`src/rtl/gfc_pkg.sv`:
```
// Shared constants, codes and inter-module types for the zero-forcing closure unit.
package gfc_pkg;

    // Graph size and field widths
    localparam int MAX_VERTICES = 64;
    localparam int VTX_W        = 6;
    localparam int WORD_W       = 64;
    localparam int CNT_W        = 7;
    localparam int KIND_W       = 3;
    localparam int NODE_RESET   = 64;

    // Input transaction codes
    typedef enum logic [KIND_W-1:0] {
        KIND_EDGE      = 3'd0,
        KIND_SEED      = 3'd1,
        KIND_RUN       = 3'd2,
        KIND_CLR_SEED  = 3'd3,
        KIND_CLR_GRAPH = 3'd4
    } t_kind;

    // Closure word and running counts travelling down the cell chain
    typedef struct packed {
        logic              valid;
        logic [WORD_W-1:0] word;
        logic              chg;
        logic [CNT_W-1:0]  size_cnt;
        logic [CNT_W-1:0]  seed_cnt;
    } t_sweep;

    // Graph update broadcast to every cell
    typedef struct packed {
        logic             edge_we;
        logic             clr_graph;
        logic [VTX_W-1:0] a;
        logic [VTX_W-1:0] b;
    } t_load;

endpackage

```
`src/rtl/gfc_cell.sv`:
```
// One vertex cell: holds its adjacency row, applies the forcing rule to the passing word.
module gfc_cell (
    input  logic                       i_clk,
    input  logic                       i_rst_n,
    input  logic [gfc_pkg::VTX_W-1:0]  i_id,
    input  gfc_pkg::t_load             i_load,
    input  logic [gfc_pkg::WORD_W-1:0] i_mask,
    input  logic [gfc_pkg::WORD_W-1:0] i_seedm,
    input  gfc_pkg::t_sweep            i_sweep,
    output gfc_pkg::t_sweep            o_sweep
);

    logic [gfc_pkg::WORD_W-1:0] r_row;
    logic [gfc_pkg::WORD_W-1:0] n_row;
    gfc_pkg::t_sweep            r_sweep;
    gfc_pkg::t_sweep            n_sweep;
    logic [gfc_pkg::WORD_W-1:0] open_nbrs;
    logic                       single;
    logic                       force_nbr;

    // Adjacency row update: edges touching this vertex, or full clear
    always_comb begin
        n_row = r_row;
        if (i_load.clr_graph) begin
            n_row = '0;
        end else if (i_load.edge_we) begin
            if (i_load.a == i_id) begin
                n_row[i_load.b] = 1'b1;
            end
            if (i_load.b == i_id) begin
                n_row[i_load.a] = 1'b1;
            end
        end
    end

    // Forcing rule: closed vertex with exactly one open neighbor
    assign open_nbrs = r_row & i_mask & ~i_sweep.word;
    assign single    = (open_nbrs != '0) &&
                       ((open_nbrs & (open_nbrs - gfc_pkg::WORD_W'(1))) == '0);
    assign force_nbr = i_sweep.valid && i_sweep.word[i_id] && single;

    always_comb begin
        n_sweep          = i_sweep;
        n_sweep.word     = force_nbr ? (i_sweep.word | open_nbrs) : i_sweep.word;
        n_sweep.chg      = i_sweep.chg | force_nbr;
        n_sweep.size_cnt = i_sweep.size_cnt + gfc_pkg::CNT_W'(i_sweep.word[i_id]);
        n_sweep.seed_cnt = i_sweep.seed_cnt + gfc_pkg::CNT_W'(i_seedm[i_id]);
    end

    always_ff @(posedge i_clk) begin
        if (!i_rst_n) begin
            r_row <= '0;
        end else begin
            r_row <= n_row;
        end
    end

    // Hand the word to the next cell
    always_ff @(posedge i_clk) begin
        if (!i_rst_n) begin
            r_sweep.valid <= 1'b0;
        end else begin
            r_sweep <= n_sweep;
        end
    end

    assign o_sweep = r_sweep;

endmodule

```
`config.mk`:
```
export PLATFORM = sky130hd
export DESIGN_NAME = gfc_cell
export DESIGN_NICKNAME = d
export VERILOG_FILES = /design/src/rtl/gfc_pkg.sv /design/src/rtl/gfc_cell.sv
export SDC_FILE = /design/constraint.sdc
export NUM_CORES = 1
export LEC_CHECK = 0
export BUFFER_PORTS_ARGS = -buffer_cell sky130_fd_sc_hd__buf_4
export CORE_MARGIN = 2
export CORE_UTILIZATION = 56
export CTS_BUF_LIST = sky130_fd_sc_hd__clkbuf_2
export CTS_CLUSTER_SIZE = 10
export DETAILED_ROUTE_END_ITERATION = 8
export HOLD_SLACK_MARGIN = 0.15
export PLACE_DENSITY = 0.88
export SKIP_CTS_REPAIR_TIMING = 1
export SYNTH_ARGS = -nofsm -noshare
export SYNTH_HDL_FRONTEND = slang
export SYNTH_SLANG_ARGS = --single-unit
```
`constraint.sdc`:
```
create_clock -name i_clk -period 8.9 [get_ports i_clk]
set_clock_uncertainty 0.15 [all_clocks]
set_input_delay 0.89 -clock i_clk [delete_from_list [all_inputs] [get_ports i_clk]]
set_output_delay 0.89 -clock i_clk [all_outputs]
set_load 0.005 [all_outputs]
```
# [Yosys cells after proc, flatten, opt, wreduce, memory -nomap -nowiden]
# Index checks and enable logic that the tools add are counted.
[op_classes] addsub=3 n_lt_le_gt_ge=5 eq_ne=2 mux=13 bitwise_logic=9 n_reduce_logical=8
[ops] op="$mux W64" n=5
[ops] op="$and A64 B64 Y64" n=3
[ops] op="$or A64 B64 Y64" n=3
[ops] op="$logic_not A64 Y1" n=1
[ops] op="$not A64 Y64" n=1
[ops] op="$reduce_bool A64 Y1" n=1
[ops] op="$sub A64 B1 Y64 const B" n=1
[ops] op="$lt A6 B7 Y1 const B" n=3
[ops] op="$add A7 B1 Y7" n=2
[ops] op="$bmux W1 S6" n=2
[ops] op="$demux W1 S6" n=2
[ops] op="$eq A6 B6 Y1" n=2
[ops] op="$ge A6 B1 Y1 const B" n=2
[ops] op="$logic_and A1 B1 Y1" n=5
[ops] op="$mux W1" n=4
[ops] op="$reduce_or A2 Y1" n=1
[ops] op="$not A1 Y1" n=1
[ops] op="$or A1 B1 Y1" n=1
[word_totals] ff_bits=144 inputBits=230 out_inout_bits=80 wordCells=46

# [Longest topological paths before layout]
[depth] word_depth=10 ltp_mapped=13 mapped_depth_nobuf=9

# [Least setup slack after synthesis]
# No wires, ideal clock.
[synth_timing] path_type="input to register" from="in i_id[0] (netlist name)" to="reg r_sweep, in the netlist o_sweep[2], data pin" setup_time_ns=0.258 arrival_ns=3.990 required_ns=8.492 path_slack_ns=4.501 cell_stages=10 n_path_buf=4 path_cell_list="clkbuf_1 > buf_4 > buf_2 > buf_2 > mux4_2 > mux4_2 > mux4_2 > ha_1 > ha_1 > xor2_1"
[synth_lines] element="from (decl)" line_no="gfc_cell.sv:5" text="input logic [gfc_pkg::VTX_W-1:0] i_id,"
[synth_lines] element="to (signal assigned)" line_no="gfc_cell.sv:63" text="r_sweep <= n_sweep;"
[synth_lines] element="to (decl)" line_no="gfc_cell.sv:15" text="gfc_pkg::t_sweep r_sweep;"

==> flow_summary.rst <==
.. list-table::
   :header-rows: 1

   * - Metric
     - Value
   * - Period utilisation layout
     - 44.6%
   * - R2r startpoint
     - r_row[5]
   * - Setup Crit Path Kind
     - reg2reg
   * - Number of antenna violations at the first check in global routing
     - 1
   * - Maximum count of clock buffers along a single path
     - 2
   * - Layout-stage area growth over the synthesis result
     - 29.6%
   * - Die Wd
     - 130 µm
   * - Worst-case hold path end point
     - o_sweep[14]
   * - Master of the slowest instance on the critical path
     - nor4_4
   * - Total count of max-transition violations in the final report
     - 0
   * - Worst Setup End Kind
     - flop
   * - Root cell of the clock tree
     - clkbuf_2
   * - Post-layout min period
     - 3.97 ns
   * - Flip-flop and latch count after synthesis
     - 144
   * - Pin count of the biggest net entering global routing
     - 66
   * - Pin slew with the least headroom to its limit
     - 1.15 ns
   * - Count of nets left with antenna violations after detail routing
     - 0
   * - Max-cap violations
     - 0
   * - Peak supply drop
     - 0.0891 mV
   * - Count of final hold-check violations
     - 0
   * - Congestion Overflow GR
     - 0
   * - Number of flops mapped to enable cells by yosys
     - 79
   * - Final instance area
     - 11500 µm²
   * - Worst hold slack after final layout
     - 0.210 ns
   * - Main synth FF type
     - edfxtp_1
   * - Routed wire length per instance
     - 23.3 µm
   * - Vertical die dimension
     - 130 µm
   * - Worst Path Arrival
     - 4.43 ns
   * - Number of global-route vias before repair
     - 8806
   * - Critical path's largest stage delay
     - 0.56 ns
   * - Worst Reg-to-Reg Cells
     - 10
   * - Clock transition at the registers of the reported paths
     - 0.23 ns
   * - Post-layout power
     - 1450 µW
   * - Initial DRC count
     - 1140
   * - Most frequent CP cell
     - nand4_1
   * - Critical path cell sequence
     - nand3b_2, o2111ai_4, nor4_4, nand4_1, o31ai_1, o2111ai_1, nor4b_2, nand4_1, buf_4, o21bai_1
   * - Yosys Warn Count
     - 0
   * - Final routed wirelength across all metal layers
     - 32.4 mm
   * - Async SR Flop Fraction
     - 0%
   * - Gate count of the mapped netlist
     - 886
   * - Part of the Yosys area used for sequential elements
     - 41.3%
   * - Floorplan core area
     - 15700 µm²
   * - Hold depth
     - 2
   * - Highest-count cells in the layout ignoring fill and taps
     - 312 x buf_4, 102 x nor2_1, 87 x nand2_1
   * - Count of unresolved DRC violations after routing
     - 0
   * - Detailed placer's ending HPWL
     - 24.2 mm
   * - Vias
     - 9074
   * - Routed via count divided by cell count
     - 6.51
   * - Setup Viol. Count Final
     - 0
   * - Worst hold path startpoint
     - i_sweep[14]
   * - Min-delay worst type
     - in2reg
   * - Most common cell after layout, fill and taps aside
     - buf_4
   * - Pwr/cell area
     - 126 nW/µm²
   * - Cell taking the most area after synthesis
     - edfxtp_1
   * - Port bufs
     - 309
   * - Number of sinks handled by clock tree synthesis
     - 144
   * - TritonCTS clock tree
     - yes
   * - Number of nets in the final layout
     - 1397
   * - Synthesized Nets
     - 1120
   * - Initial core utilization
     - 56.6%
   * - Pleak
     - 0.00442 µW
   * - CTS Buf Count
     - 17
   * - Global-route wire length before repair
     - 48.3 mm
   * - Post-Route Setup TNS
     - 0 ns
   * - Drt first pass iters
     - 7
   * - Post-Synthesis Mean Instance Area
     - 10.0 µm²
   * - Highest Clock Rate
     - 0.252 GHz
   * - Insertion delay to the later sink of the worst-skew pair
     - 0.77 ns
   * - Share of layout cells above drive strength 1
     - 38.2%
   * - Area of the die
     - 16900 µm²
   * - Status
     - complete, no violations
   * - Portion of synthesized cell area occupied by the leading cell type
     - 26.7%
   * - Highest fanout seen on the critical path
     - 65
   * - Required time at the worst-slack endpoint
     - 9.36 ns
   * - Global placement routability congestion
     - 1.06
   * - DP Area
     - 11200 µm²
   * - Worst flop-to-flop path endpoint
     - o_sweep[21]
   * - Max-Slew Margin vs Limit
     - 22.4%
   * - Top cells by area in the synthesized netlist
     - edfxtp_1 27%, dfxtp_1 15%, mux4_2 9.4%
   * - Synth Cell Area
     - 8890 µm²
   * - Number of rows created at floorplan
     - 46
   * - Overall routing resource usage
     - 38.1%
   * - Slack of the worst reg-to-reg path
     - 4.93 ns
   * - I/O pin count
     - 310
   * - H-Tree Depth
     - 4
   * - RSZ-0062 raised after global routing
     - false
   * - Startpoint class of the critical path
     - flop
   * - Number of distinct library cells after synthesis
     - 66
==> sequential cells by signal (all words and copies together), names as in the netlist <==
name,count
r_row,64
o_sweep,80
==> Yosys cell counts, drive strengths merged (16+ instances only) <==
library cell,n
nor2,102
a21oi,75
mux4,37
nand2,87
o21ai,16
nand3,25
nand3b,50
o22ai,68
clkbuf,36
dfxtp,65
buf,19
o21bai,64
edfxtp,79
==> layout make-up <==
type / instances / area, µm²
clock buffer: 19 / 95.1
inverter: 3 / 11.3
sequential: 144 / 3670
timing repair buffer: 313 / 2350
multi-input combinational: 684 / 4950
fill: 1174 / 4200
antenna: 1 / 2.50
clock inverter: 13 / 164
tap: 216 / 270
==> layer usage <==
layer  routed length (µm)  global-route usage, %
met5                    0                      0
met4                 1520                   16.9
met3                 3800                   11.3
met2                14900                   60.5
met1                12200                   48.4
==> kinds of logic (layout without fill, tap and decap cells) <==
logic type / count (synthesis) / count (layout) / synth area share (%)
AO/OA/AOI/OAI: 269 / 269 / 22.1
adder cells (fa/ha/maj): 6 / 6 / 0.789
multiplexers: 53 / 53 / 11.2
other: 0 / 1 / 0
flip-flops: 144 / 144 / 41.3
AND/OR/NAND/NOR: 334 / 334 / 19.4
buffers and inverters: 58 / 348 / 3.03
XOR/XNOR: 22 / 22 / 2.17
==> power by group <==
group          switching, µW  internal (µW)
Clock                    254            160
Sequential              10.1            738
Combinational            126            162
Total                    389           1060
==> through the flow <==
stage	instances	worst slack [ns]	util (%)
2_1_floorplan	886	4.50	-
3_3_place_gp	1359	4.25	71.6
3_5_place_dp	1359	4.16	71.6
4_1_cts	1391	4.99	73.2
5_1_grt	1393	4.78	73.3
6_report	1393	4.93	73.3
==> worst max path at each step <==
| stage | startpoint | endpoint | slack [ns] | cells after the start |
|---|---|---|---|---|
| floorplan | i_id[0] | o_sweep[2] | 4.50 | 10 |
| detailed placement | i_id[0] | o_sweep[78] | 4.16 | 11 |
| finish | r_row[5] | o_sweep[21] | 4.93 | 10 |
| CTS | i_id[0] | o_sweep[21] | 4.99 | 11 |
| global route | r_row[6] | o_sweep[21] | 4.78 | 10 |
| global placement | i_id[0] | o_sweep[78] | 4.25 | 11 |
==> critical path, delay by kind of cell (launching register included) <==
| family | cells | cell delay, ns |
|---|---|---|
| AND/OR/NAND/NOR | 5 | 1.63 |
| AO/OA/AOI/OAI | 4 | 1.16 |
| flip-flops | 1 | 0.40 |
| buffers and inverters | 1 | 0.43 |
Power figures use the tool's default switching activity.
